===== src/rtl/cetm_pkg.sv =====
// shared constants and types for the cron entry time matcher
`default_nettype none

package cetm_pkg;

  // table codes
  localparam logic [7:0] CODE_EXACT = 8'd100;
  localparam logic [7:0] CODE_ANY   = 8'd101;
  localparam logic [7:0] CODE_LIST  = 8'd102;
  localparam logic [7:0] CODE_RANGE = 8'd103;
  localparam logic [7:0] CODE_END   = 8'd104;
  localparam logic [7:0] SUNDAY_VAL = 8'd7;
  localparam logic [7:0] CMD_TERM   = 8'd0;

  // field order within an entry
  localparam logic [2:0] FLD_MINUTE  = 3'd0;
  localparam logic [2:0] FLD_HOUR    = 3'd1;
  localparam logic [2:0] FLD_DAY     = 3'd2;
  localparam logic [2:0] FLD_MONTH   = 3'd3;
  localparam logic [2:0] FLD_WEEKDAY = 3'd4;

  // register indexes (paddr[4:2])
  localparam int unsigned CFG_AW = 5;
  localparam logic [2:0] REG_MINUTE  = 3'd0;
  localparam logic [2:0] REG_HOUR    = 3'd1;
  localparam logic [2:0] REG_DAY     = 3'd2;
  localparam logic [2:0] REG_MONTH   = 3'd3;
  localparam logic [2:0] REG_WEEKDAY = 3'd4;

  typedef struct packed {
    logic [5:0] minute;
    logic [4:0] hour;
    logic [4:0] day;
    logic [3:0] month;
    logic [2:0] weekday;
  } now_t;

  typedef struct packed {
    logic       emit;
    logic [7:0] cmd_byte;
    logic       eoc;
    logic       done;
  } res_t;

endpackage

`default_nettype wire


===== src/rtl/cetm_cfg.sv =====
// register bank holding the current time, written over the config port
`default_nettype none

module cetm_cfg
  import cetm_pkg::*;
(
  input  wire logic              clk,
  input  wire logic              rst_n,
  input  wire logic              cfg_psel,
  input  wire logic              cfg_penable,
  input  wire logic              cfg_pwrite,
  input  wire logic [CFG_AW-1:0] cfg_paddr,
  input  wire logic [31:0]       cfg_pwdata,
  output logic [31:0]            cfg_prdata,
  output logic                   cfg_pready,
  output now_t                   now
);

  now_t       now_r;
  logic       wr_en;
  logic [2:0] reg_idx;

  assign cfg_pready = 1'b1;
  assign wr_en      = cfg_psel && cfg_penable && cfg_pwrite;
  assign reg_idx    = cfg_paddr[4:2];
  assign now        = now_r;

  always_ff @(posedge clk) begin
    if (!rst_n) begin
      now_r.minute  <= 6'd0;
      now_r.hour    <= 5'd0;
      now_r.day     <= 5'd1;
      now_r.month   <= 4'd0;
      now_r.weekday <= 3'd0;
    end else if (wr_en) begin
      case (reg_idx)
        REG_MINUTE:  now_r.minute  <= cfg_pwdata[5:0];
        REG_HOUR:    now_r.hour    <= cfg_pwdata[4:0];
        REG_DAY:     now_r.day     <= cfg_pwdata[4:0];
        REG_MONTH:   now_r.month   <= cfg_pwdata[3:0];
        REG_WEEKDAY: now_r.weekday <= cfg_pwdata[2:0];
        default: ;
      endcase
    end
  end

  always_comb begin
    case (reg_idx)
      REG_MINUTE:  cfg_prdata = {26'd0, now_r.minute};
      REG_HOUR:    cfg_prdata = {27'd0, now_r.hour};
      REG_DAY:     cfg_prdata = {27'd0, now_r.day};
      REG_MONTH:   cfg_prdata = {28'd0, now_r.month};
      REG_WEEKDAY: cfg_prdata = {29'd0, now_r.weekday};
      default:     cfg_prdata = 32'd0;
    endcase
  end

endmodule

`default_nettype wire


===== src/rtl/cetm_match.sv =====
// per-byte parser state and field matching for the schedule table
`default_nettype none

module cetm_match
  import cetm_pkg::*;
(
  input  wire logic       clk,
  input  wire logic       rst_n,
  input  wire logic       accept,
  input  wire logic [7:0] tbyte,
  input  now_t            now,
  output res_t            res
);

  typedef enum logic [2:0] {
    PH_CODE, PH_EXACT, PH_LIST, PH_RLOW, PH_RHIGH, PH_CMD
  } phase_t;

  phase_t     phase_r, phase_nxt;
  logic [2:0] field_idx_r, field_idx_nxt;
  logic       mismatch_r, mismatch_nxt;
  logic       list_hit_r, list_hit_nxt;
  logic [7:0] range_low_r, range_low_nxt;
  logic [7:0] tval;
  logic       last_field;
  phase_t     done_phase;
  logic [2:0] done_idx;

  // time value for the field under test
  always_comb begin
    case (field_idx_r)
      FLD_MINUTE: tval = {2'd0, now.minute};
      FLD_HOUR:   tval = {3'd0, now.hour};
      FLD_DAY:    tval = {3'd0, now.day};
      FLD_MONTH:  tval = {4'd0, now.month} + 8'd1;
      default:    tval = (now.weekday == 3'd0) ? SUNDAY_VAL : {5'd0, now.weekday};
    endcase
  end

  // where a finished field leads
  assign last_field = (field_idx_r == FLD_WEEKDAY);
  assign done_phase = last_field ? PH_CMD : PH_CODE;
  assign done_idx   = last_field ? FLD_MINUTE : field_idx_r + 3'd1;

  always_comb begin
    phase_nxt     = phase_r;
    field_idx_nxt = field_idx_r;
    mismatch_nxt  = mismatch_r;
    list_hit_nxt  = list_hit_r;
    range_low_nxt = range_low_r;
    res           = '0;
    case (phase_r)
      PH_CODE: begin
        if (field_idx_r == FLD_MINUTE && tbyte == CODE_END) begin
          mismatch_nxt = 1'b0;
          res.emit     = 1'b1;
          res.done     = 1'b1;
        end else if (tbyte == CODE_EXACT) begin
          phase_nxt = PH_EXACT;
        end else if (tbyte == CODE_ANY) begin
          phase_nxt     = done_phase;
          field_idx_nxt = done_idx;
        end else if (tbyte == CODE_LIST) begin
          list_hit_nxt = 1'b0;
          phase_nxt    = PH_LIST;
        end else if (tbyte == CODE_RANGE) begin
          phase_nxt = PH_RLOW;
        end else begin
          // bare exact value
          if (tbyte != tval) mismatch_nxt = 1'b1;
          phase_nxt     = done_phase;
          field_idx_nxt = done_idx;
        end
      end
      PH_EXACT: begin
        if (tbyte != tval) mismatch_nxt = 1'b1;
        phase_nxt     = done_phase;
        field_idx_nxt = done_idx;
      end
      PH_LIST: begin
        if (tbyte == CODE_LIST) begin
          if (!list_hit_r) mismatch_nxt = 1'b1;
          list_hit_nxt  = 1'b0;
          phase_nxt     = done_phase;
          field_idx_nxt = done_idx;
        end else if (tbyte == tval) begin
          list_hit_nxt = 1'b1;
        end
      end
      PH_RLOW: begin
        range_low_nxt = tbyte;
        phase_nxt     = PH_RHIGH;
      end
      PH_RHIGH: begin
        if (range_low_r > tval || tbyte < tval) mismatch_nxt = 1'b1;
        phase_nxt     = done_phase;
        field_idx_nxt = done_idx;
      end
      PH_CMD: begin
        res.emit     = !mismatch_r;
        res.cmd_byte = tbyte;
        res.eoc      = (tbyte == CMD_TERM);
        if (tbyte == CMD_TERM) begin
          phase_nxt     = PH_CODE;
          field_idx_nxt = FLD_MINUTE;
          mismatch_nxt  = 1'b0;
        end
      end
      default: begin
        phase_nxt = PH_CODE;
      end
    endcase
  end

  always_ff @(posedge clk) begin
    if (!rst_n) begin
      phase_r     <= PH_CODE;
      field_idx_r <= FLD_MINUTE;
      mismatch_r  <= 1'b0;
      list_hit_r  <= 1'b0;
      range_low_r <= 8'd0;
    end else if (accept) begin
      phase_r     <= phase_nxt;
      field_idx_r <= field_idx_nxt;
      mismatch_r  <= mismatch_nxt;
      list_hit_r  <= list_hit_nxt;
      range_low_r <= range_low_nxt;
    end
  end

endmodule

`default_nettype wire


===== src/rtl/cron_entry_time_matcher.sv =====
// an accepted table byte's item, if it yields one, is registered and shown on the out side in the next cycle
// throughput: one table byte per cycle while the out side is not stalled, set by the single parser state update
// a result register decouples the sides; input is taken while it is empty or holds an item being drained
// reset (synchronous, rst_n low): parser at the start of an entry, output empty,
// time registers at minute 0, hour 0, day 1, january, sunday
`default_nettype none

module cron_entry_time_matcher
  import cetm_pkg::*;
(
  input  wire logic              clk,
  input  wire logic              rst_n,
  // in_tdata: [7:0] table_byte
  input  wire logic              in_tvalid,
  output logic                   in_tready,
  input  wire logic [7:0]        in_tdata,
  // out_tdata: [7:0] command_byte; out_tlast: end_of_command
  output logic                   out_tvalid,
  input  wire logic              out_tready,
  output logic [7:0]             out_tdata,
  output logic                   out_tlast,
  // out_tuser: [0] scan_done
  output logic                   out_tuser,
  input  wire logic              cfg_psel,
  input  wire logic              cfg_penable,
  input  wire logic              cfg_pwrite,
  input  wire logic [CFG_AW-1:0] cfg_paddr,
  input  wire logic [31:0]       cfg_pwdata,
  output logic [31:0]            cfg_prdata,
  output logic                   cfg_pready
);

  now_t       now;
  res_t       res;
  logic       in_acc;
  logic       out_tvalid_r;
  logic [7:0] out_tdata_r;
  logic       out_tlast_r;
  logic       out_tuser_r;

  assign in_tready = !out_tvalid_r || out_tready;
  assign in_acc    = in_tvalid && in_tready;

  cetm_cfg u_cfg (
    .clk         (clk),
    .rst_n       (rst_n),
    .cfg_psel    (cfg_psel),
    .cfg_penable (cfg_penable),
    .cfg_pwrite  (cfg_pwrite),
    .cfg_paddr   (cfg_paddr),
    .cfg_pwdata  (cfg_pwdata),
    .cfg_prdata  (cfg_prdata),
    .cfg_pready  (cfg_pready),
    .now         (now)
  );

  cetm_match u_match (
    .clk    (clk),
    .rst_n  (rst_n),
    .accept (in_acc),
    .tbyte  (in_tdata),
    .now    (now),
    .res    (res)
  );

  always_ff @(posedge clk) begin
    if (!rst_n) begin
      out_tvalid_r <= 1'b0;
    end else if (in_acc) begin
      out_tvalid_r <= res.emit;
    end else if (out_tready) begin
      out_tvalid_r <= 1'b0;
    end
  end

  always_ff @(posedge clk) begin
    if (in_acc && res.emit) begin
      out_tdata_r <= res.cmd_byte;
      out_tlast_r <= res.eoc;
      out_tuser_r <= res.done;
    end
  end

  assign out_tvalid = out_tvalid_r;
  assign out_tdata  = out_tdata_r;
  assign out_tlast  = out_tlast_r;
  assign out_tuser  = out_tuser_r;

`ifndef SYNTHESIS
  a_done_clean: assert property (@(posedge clk) disable iff (!rst_n)
    out_tvalid && out_tuser |-> out_tdata == CMD_TERM && !out_tlast)
    else $error("scan_done item carries command data");

  a_last_zero: assert property (@(posedge clk) disable iff (!rst_n)
    out_tvalid && out_tlast |-> out_tdata == CMD_TERM)
    else $error("end of command on a nonzero byte");

  a_ready_empty: assert property (@(posedge clk) disable iff (!rst_n)
    !out_tvalid |-> in_tready)
    else $error("input stalled with an empty result register");
`endif

endmodule

`default_nettype wire


===== config.mk =====
export PLATFORM = sky130hd
export DESIGN_NAME = cron_entry_time_matcher
export DESIGN_NICKNAME = d
export VERILOG_FILES = /design/src/rtl/cetm_pkg.sv /design/src/rtl/cetm_cfg.sv /design/src/rtl/cetm_match.sv /design/src/rtl/cron_entry_time_matcher.sv
export SDC_FILE = /design/constraint.sdc
export NUM_CORES = 1
export LEC_CHECK = 0
export BUFFER_PORTS_ARGS = -buffer_cell sky130_fd_sc_hd__buf_2
export CELL_PAD_IN_SITES_DETAIL_PLACEMENT = 1
export CELL_PAD_IN_SITES_GLOBAL_PLACEMENT = 2
export CORE_MARGIN = 3
export CORE_UTILIZATION = 30
export DETAILED_ROUTE_END_ITERATION = 6
export PLACE_DENSITY_LB_ADDON = 0.12
export SYNTH_ARGS = -nofsm -noshare
export SYNTH_HDL_FRONTEND = slang
export SYNTH_SLANG_ARGS = --single-unit

===== constraint.sdc =====
create_clock -name clk -period 3.1 [get_ports clk]
set_clock_uncertainty 0.15 [all_clocks]
set_input_delay 0.62 -clock clk [delete_from_list [all_inputs] [get_ports clk]]
set_output_delay 0.62 -clock clk [all_outputs]
set_load 0.01 [all_outputs]

==> PnR_summary.wiki, run 1 <==
{| class="wikitable"
! Metric !! Value
|-
| Status || complete, no violations
|-
| Maximum capacitance violations || 0
|-
| Share of the core filled with cells || 0.371
|-
| Maximum vdd drop || 157 uV
|-
| Detail-routed net length per standard cell || 16.9 um
|-
| Slew Limit Headroom || 0.523
|-
| Clock tree root driver cell || clkbuf_8
|-
| Number of flip-flops and latches in the synthesized netlist || 50
|-
| Commonest cells after routing, fill and taps aside || 52 x nor2_1, 41 x buf_2, 38 x dfxtp_1, 27 x conb_1, 26 x mux2i_1
|-
| Shortest clock period the worst path allows after layout || 3.00 ns
|-
| Placeable core area || 9950 sq um
|-
| Type of the most critical hold path || reg -> reg
|-
| Final worst path period share || 0.967
|-
| Maximum fanout along the worst path || 4
|-
| Setup TNS || 0 ns
|-
| Cts bufs inserted || 5
|-
| Height of the die || 108 um
|-
| PD cells || 338 nW/um^2
|-
| Worst setup EP type || register
|-
| Total GRT Usage || 0.163
|-
| Area added between synthesis and finish || 17.8%
|-
| Number of buffer cells added on primary ports || 41
|-
| Estimated wirelength of the detail-placed design || 7140 um
|-
| Detailed-route via count || 2787
|-
| Area of the die || 11700 sq um
|-
| Length of the first detailed-routing pass in iterations || 4
|-
| Finish-stage setup viols || 0
|-
| Vias in the first global route || 2917
|-
| Clock latency reported for the late side of the worst-skew pair || 0.31 ns
|-
| Number of top-level pins || 97
|-
| Initial cell density of the core || 0.315
|-
| Pre-CTS setup slack || -0.0593 ns
|-
| Part of the Yosys area used for sequential elements || 0.351
|-
| RD Place Congestion || 0.784
|-
| Final antenna diode count || 0
|-
| Final instance count without filler cells || 551
|-
| Buffer count from post-CTS setup fixing || 0
|-
| Number of rows created at floorplan || 36
|-
| Total routed wirelength || 9290 um
|-
| Startpoint-to-endpoint class of the critical path || reg -> reg
|-
| Iter 0 DRT Violations || 114
|-
| Global-route wire length before repair || 15000 um
|-
| Cell count after placement || 543
|-
| H-tree levels || 2
|-
| Die boundary width || 108 um
|-
| Maximum number of pins on one net before global-route repair || 38
|-
| Synthesized area || 3140 sq um
|-
| Required time at the endpoint of the critical path || 3.15 ns
|-
| CTS hold repair buffers || 0
|-
| Sum of overflow across all layers after global routing || 0
|-
| Initial antenna violation count || 0
|-
| Final Hold Fails || 0
|-
| Number of buffers on the longest clock path || 2
|-
| Proportion of layout cells with a drive suffix above 1 || 0.242
|-
| Antenna viol nets, final || 0
|-
| Max Clk Rate || 333 MHz
|-
| Remaining DRCs || 0
|-
| TritonCTS clock tree || built
|-
| Lkg Pwr || 0.00150 uW
|-
| Number of sinks driven by the clock tree || 50
|-
| Type of element launching the critical path || register
|-
| Mean area per synthesized cell || 8.64 sq um
|-
| Most common library cell in the layout ignoring fill and taps || nor2_1
|-
| Warning count from the yosys run || 0
|-
| Post-Syn Instances || 363
|-
| Setup WS post-layout || 0.101 ns
|-
| Register clock-pin slew on the reported worst setup and hold paths || 0.09 ns
|-
| Final-report max-slew violation count || 0
|-
| Most frequently used flop master after synthesis || dfxtp_1
|-
| Critical path arrival || 3.05 ns
|-
| Share of synthesized flip-flops with an asynchronous set or reset || 0
|-
| Fin nets || 485
|-
| Number of distinct library cell variants in the gate-level netlist after synthesis || 63
|-
| Count of flip-flops with a built-in enable after synthesis || 10
|-
| Slew @ Worst Pin || 0.714 ns
|-
| Drt via density || 5.06
|}
==> per-stage QoR <==
stage / hold WS (ns) / power [uW] / cell area (sq um)
after detailed placement: 0.323 / 866 / 3510
after floorplan: 0.295 / 814 / 3230
final: 0.334 / 1250 / 3690
after global routing: 0.363 / 1310 / 3690
after global placement: 0.314 / 864 / 3510
after CTS: 0.338 / 1260 / 3590
==> layout make-up <==
cell class	count	area (sq um)
fillers	1190	6260
repair buffers	65	389
multi-input cells	282	1900
clock buffers	6	72.6
clock inverters	2	8.76
inverters	13	48.8
well taps	133	166
flip-flops and latches	50	1110
==> sequential cells by signal, summed over array words and instances, names as in the netlist <==
signal / count
u_match.list_hit_r: 1
u_match.range_low_r: 8
u_match.field_idx_r: 3
out_tvalid: 1
u_cfg.now: 23
u_match.phase_r: 3
u_match.mismatch_r: 1
out_tlast: 1
out_tdata: 8
out_tuser: 1
==> power by group <==
part	switching (uW)	total, uW	internal [uW]	leakage (uW)
combinational	117	187	70.8	0.00106
sequential	8.12	674	666	0.000398
clock	228	384	156	0.0000426
total	353	1250	893	0.00150
==> cell usage after synthesis, types with 7 or more instances <==
cell type  count  area share
nor2_1        52       0.062
dfxtp_1       40        0.26
buf_4         27       0.065
mux2i_1       26       0.083
nand2_1       24       0.029
a21oi_1       18       0.029
ha_1          16       0.064
clkbuf_1      12       0.014
nand3_1       12       0.019
inv_1         11       0.013
edfxtp_1      10       0.096
a22oi_1        9       0.022
nor3_1         9       0.014
o21ai_0        9       0.014
and2_1         7       0.014
==> final timing paths <==
| kind | startpoint | endpoint | slack [ns] | cells after the start |
|---|---|---|---|---|
| setup / recovery | u_match.field_idx_r[0]$_SDFFE_PN0P_ | u_match.mismatch_r$_SDFFE_PN0P_ | 0.10 | 13 |
| hold / removal | u_cfg.now[19]$_SDFFE_PN0P_ | u_cfg.now[19]$_SDFFE_PN0P_ | 0.33 | 2 |
| setup reg to reg | u_match.field_idx_r[0]$_SDFFE_PN0P_ | u_match.mismatch_r$_SDFFE_PN0P_ | 0.10 | 13 |
| hold reg to reg | u_cfg.now[19]$_SDFFE_PN0P_ | u_cfg.now[19]$_SDFFE_PN0P_ | 0.33 | 2 |
==> per-layer routing <==
layer  part of all wire  track usage  wire length, um
met5                  0            0                0
met4             0.0072       0.0406               67
met3              0.041       0.0293              378
met2               0.48        0.277             4470
met1               0.47        0.213             4370
==> timing repair <==
item                       in CTS  in global routing
pin swaps                       0                 10
setup endpoints to repair       1                  1
resized for setup               1                 22
==> cell families (layout without fill, tap and decap cells) <==
family	after synthesis	in the layout	synth area share
adders and majority gates	17	17	0.0670
other	2	27	0.00240
DFF	50	50	0.351
buffers and inverters	56	86	0.103
muxes	30	30	0.101
xor gates and xnor gates	4	4	0.0112
and+or+nand+nor	137	137	0.219
AOI/OAI and AO/OA	67	67	0.145
==> critical path, stage by stage, from the launching register on <==
cell and delay [ns]:
dfxtp_2 0.37, inv_2 0.05, ha_1 0.21, buf_4 0.16
a222oi_1 0.31, nand2_1 0.12, nand2_2 0.12, ha_4 0.13
or4bb_4 0.47, o22ai_4 0.17, a311oi_1 0.07, a211oi_1 0.26
o211ai_1 0.16, o211a_1 0.15
No activity file was read; power rests on OpenSTA's default activity.
==> run 2: changes to the inputs <==
- ABC_AREA: not set -> 1
- CORE_UTILIZATION: 30 -> 28
- MAX_ROUTING_LAYER: not set -> met4
==> run 2 against run 1 <==
Compared with the run above:
- critical path depth rose by 5
- via count rose by 3.6%
- count of clock-buffer cells in the layout fell by 1
- hold slack improved by 0.019 ns
- flip-flop and latch count did not move
- non-clock buffer count fell by 15
- critical endpoint unchanged
- largest power group unchanged
- highest routed layer unchanged
==> PnR_summary.wiki, run 2 <==
{| class="wikitable"
! Metric !! Value
|-
| Maximum fanout along the worst path || 4 (unchanged)
|-
| Register clock-pin slew on the reported worst setup and hold paths || 0.11 ns (+0.02 ns)
|-
| Final worst path period share || 0.897 (-0.0706)
|-
| Mux contribution to synthesized area || 0 (-0.101)
|-
| Critical path arrival || 2.85 ns (-0.20 ns)
|-
| Final Hold Fails || 0 (unchanged)
|-
| TritonCTS clock tree || built
|-
| Post-Syn Instances || 432 (+19%)
|-
| Number of top-level pins || 97 (unchanged)
|-
| Warning count from the yosys run || 0 (unchanged)
|-
| Fill cells || 1361 (+14%)
|-
| Area of the die || 12400 sq um (+5.5%)
|-
| RSZ-0062 raised after global routing || false
|-
| Post-route design area || 3490 sq um (-5.5%)
|-
| Number of flip-flops and latches in the synthesized netlist || 50 (unchanged)
|-
| Met2 global-route usage || 0.238 (-0.0386)
|-
| Number of rows created at floorplan || 37 (+2.8%)
|-
| Critical path origin || u_match.field_idx_r[1]$_SDFFE_PN0P_
|-
| Clock tree root driver cell || clkbuf_8
|-
| Remaining DRCs || 0 (unchanged)
|-
| Type of the most critical hold path || reg -> reg
|-
| Startpoint-to-endpoint class of the critical path || reg -> reg
|-
| Clock network fraction of design power || 0.327 (+0.019)
|-
| Met1 GRT Util || 0.216 (+0.00234)
|-
| Detailed-route via count || 2886 (+3.6%)
|-
| RD Place Congestion || 0.845 (+7.9%)
|-
| Biggest cell delay along the critical path || 0.37 ns (-0.10 ns)
|-
| Cts bufs inserted || 5 (unchanged)
|-
| Net switching power || 374 uW (+6.0%)
|-
| Net switching share of the total power || 0.297 (+0.0143)
|-
| Lkg Pwr || 0.00160 uW (+6.8%)
|-
| Area added between synthesis and finish || 12.7%
|-
| Detail-routed net length per standard cell || 14.9 um (-11%)
|-
| Number of distinct library cell variants in the gate-level netlist after synthesis || 37 (-41%)
|-
| Cell-by-cell listing of the critical path || inv_1 > ha_1 > nand2_1 > inv_1 > a32o_1 > a221oi_1 > a21oi_1 > ha_1 > o21bai_1 > nand4_1 > nand2_1 > nand2_1 > nand2_1 > nand2_1 > nand2_1 > nand3_1 > nand2_1 > nor2_1
|-
| Slew @ Worst Pin || 0.657 ns (-0.0576 ns)
|-
| Most crowded layer after global routing || met2
|-
| Status || complete, no violations
|-
| Slowest cell on the critical path || dfxtp_1
|-
| Number of sinks driven by the clock tree || 50 (unchanged)
|-
| Top-count cell post-synth || nand2_1
|-
| Main combinational cell family by area after synthesis || simple AND/OR/NAND/NOR gates
|-
| Antenna viol nets, final || 0 (unchanged)
|-
| Maximum number of pins on one net before global-route repair || 36 (-5.3%)
|-
| Final-report max-slew violation count || 0 (unchanged)
|-
| Vias in the first global route || 2947 (+1.0%)
|-
| Post-Synth Simple-Gate Area || 0.244 (+0.0246)
|-
| H-tree levels || 2 (unchanged)
|-
| Setup TNS || 0 ns (unchanged)
|-
| Total routed wirelength || 9250 um (-0.43%)
|-
| Fin nets || 550 (+13%)
|-
| Top cell type's share of synthesized area || 0.259 (+0.00320)
|-
| Part of the Yosys area used for sequential elements || 0.356 (+0.00440)
|-
| Cell seen most often among critical-path stages || nand2_1
|-
| Initial antenna violation count || 0 (unchanged)
|-
| Maximum capacitance violations || 0 (unchanged)
|-
| Finish-stage setup viols || 0 (unchanged)
|-
| Type of element launching the critical path || register
|-
| Capture point of the worst reg-to-reg path || u_match.mismatch_r$_SDFFE_PN0P_
|-
| Drt via density || 4.66 (-7.8%)
|-
| Cell count after placement || 611 (+13%)
|-
| Commonest cells after routing, fill and taps aside || 66 x nand2_1, 62 x inv_1, 60 x nor2_1, 41 x buf_2
|-
| Hold WS || 0.353 ns (+0.0192 ns)
|-
| Proportion of layout cells with a drive suffix above 1 || 0.143 (-0.0988)
|-
| Length of the first detailed-routing pass in iterations || 4 (unchanged)
|-
| Register-to-register setup slack || 0.32 ns (+0.22 ns)
|-
| CTS hold repair buffers || 0 (unchanged)
|-
| Mean area per synthesized cell || 7.17 sq um (-17%)
|-
| Fraction of the mapped netlist area in compound gates || 0.179 (+0.0341)
|-
| Final instance count without filler cells || 619 (+12%)
|-
| Adder-Cell Fraction of Synth Area || 0.0646 (-0.00239)
|-
| Max Clk Rate || 360 MHz (+7.9%)
|-
| Number of buffer cells added on primary ports || 41 (unchanged)
|-
| Sum of overflow across all layers after global routing || 0 (unchanged)
|-
| Capture point of the critical path || u_match.mismatch_r$_SDFFE_PN0P_
|-
| Part of the power in registers || 0.537 (-0.004)
|-
| Placeable core area || 10600 sq um (+6.0%)
|-
| Number of flip-flops under the largest register name || 23 (unchanged)
|-
| Synthesized area || 3100 sq um (-1.2%)
|-
| Height of the die || 111 um (+2.7%)
|-
| Share of synthesized flip-flops with an asynchronous set or reset || 0 (unchanged)
|-
| Critical R2R Launch || u_match.field_idx_r[1]$_SDFFE_PN0P_
|-
| Most common library cell in the layout ignoring fill and taps || nand2_1
|-
| Count of flip-flops with a built-in enable after synthesis || 10 (unchanged)
|-
| Total GRT Usage || 0.154 (-0.00844)
|-
| Required time at the endpoint of the critical path || 3.17 ns (+0.02 ns)
|-
| Die boundary width || 111 um (+2.7%)
|-
| Number of buffers on the longest clock path || 2 (unchanged)
|-
| XOR/XNOR share of the synthesized area || 0 (-0.0112)
|-
| Cells taking the most area after synthesis || dfxtp_1 26%, edfxtp_1 9.7%, nand2_1 8.0%
|-
| Combinational power share || 0.136 (-0.014)
|-
| Met3 track utilization from global routing || 0.0251 (-0.00414)
|-
| Iter 0 DRT Violations || 134 (+18%)
|-
| Most numerous cell types in the synthesized netlist || 66 x nand2_1, 62 x inv_1, 60 x nor2_1, 40 x dfxtp_1, 39 x o21ai_0
|-
| Global-route wire length before repair || 15200 um (+1.1%)
|-
| Cell area after placement || 3400 sq um (-3.1%)
|-
| Clock latency reported for the late side of the worst-skew pair || 0.31 ns (about the same)
|-
| Maximum vdd drop || 167 uV (+6.0%)
|-
| Cell internal pwr || 883 uW (-1.1%)
|-
| Most frequently used flop master after synthesis || dfxtp_1
|-
| Buffer count from post-CTS setup fixing || 0 (unchanged)
|-
| Estimated wirelength of the detail-placed design || 7450 um (+4.3%)
|-
| Top cell type by total area after synthesis || dfxtp_1
|-
| Shortest clock period the worst path allows after layout || 2.78 ns (-0.219 ns)
|-
| PD cells || 360 nW/um^2 (+6.8%)
|-
| Final antenna diode count || 0 (unchanged)
|-
| Pre-CTS setup slack || 0.232 ns (+0.291 ns)
|-
| Slew Limit Headroom || 0.558 (+0.0345)
|-
| Setup WS post-layout || 0.320 ns (+0.219 ns)
|-
| Worst setup EP type || register
|-
| Number of cells on the worst reg-to-reg path || 18 (+5)
|-
| Initial cell density of the core || 0.293 (-0.0216)
|}
[run 2: metrics by stage]
step	power (uW)	utilization
after global routing	1340	0.331
after global placement	859	0.322
final	1260	0.331
after CTS	1280	0.330
after detailed placement	862	0.322
after floorplan	821	-
[run 2: kinds of logic after synthesis]
group	after synthesis
AO/OA/AOI/OAI	93
adder cells (fa/ha/maj)	16
buffers and inverters	97
flip-flops	50
other	2
AND/OR/NAND/NOR	174
[run 2: power groups by stage]
stage / sequential [uW] / combinational [uW] / clock (uW)
after floorplan: 688 / 134 / 0
after global placement: 690 / 169 / 0
after detailed placement: 690 / 172 / 0
after CTS: 676 / 172 / 434
after global routing: 677 / 196 / 464
final: 675 / 170 / 412
[run 2: layout make-up]
class | count | area (sq um) | share of cell area
Multi-Input combinational cell | 310 | 1610 | 0.462
Clock buffer | 5 | 68.8 | 0.0197
Timing Repair Buffer | 50 | 273 | 0.0782
Inverter | 65 | 244 | 0.0699
Clock inverter | 3 | 20.0 | 0.00574
Tap cell | 136 | 170 | 0.0488
Sequential cell | 50 | 1100 | 0.316
[run 2: timing repair]
action	4_1_cts	5_1_grt
endpoints found under the hold margin	0	0
gates resized for setup	0	1
endpoints found under the setup margin	0	1
[run 2: metal layers]
layer	part of all wire	vias to the layer above
met5	0	-
met4	0.0061	0
met3	0.028	4
met2	0.44	45
met1	0.52	1366
li1	-	1471
[run 2: worst min path at each step]
| stage | startpoint | to | slack (ns) | cells after the start |
|---|---|---|---|---|
| CTS | u_cfg.now[16]$_SDFFE_PN0P_ | u_cfg.now[16]$_SDFFE_PN0P_ | 0.36 | 2 |
| detailed placement | u_cfg.now[22]$_SDFFE_PN0P_ | u_cfg.now[22]$_SDFFE_PN0P_ | 0.34 | 2 |
| finish | u_match.field_idx_r[0]$_SDFFE_PN0P_ | u_match.field_idx_r[0]$_SDFFE_PN0P_ | 0.35 | 2 |
| floorplan | u_cfg.now[16]$_SDFFE_PN0P_ | u_cfg.now[16]$_SDFFE_PN0P_ | 0.29 | 2 |
| global route | u_cfg.now[21]$_SDFFE_PN0P_ | u_cfg.now[21]$_SDFFE_PN0P_ | 0.38 | 2 |
| global placement | u_cfg.now[21]$_SDFFE_PN0P_ | u_cfg.now[21]$_SDFFE_PN0P_ | 0.34 | 2 |
[run 2: worst max-delay path: cells and delay by family (launching register included)]
kind | cells | cell delay (ns)
simple gates | 10 | 0.79
compound gates | 4 | 0.78
fa+ha+maj | 2 | 0.42
flops | 1 | 0.37
buf+inv | 2 | 0.20
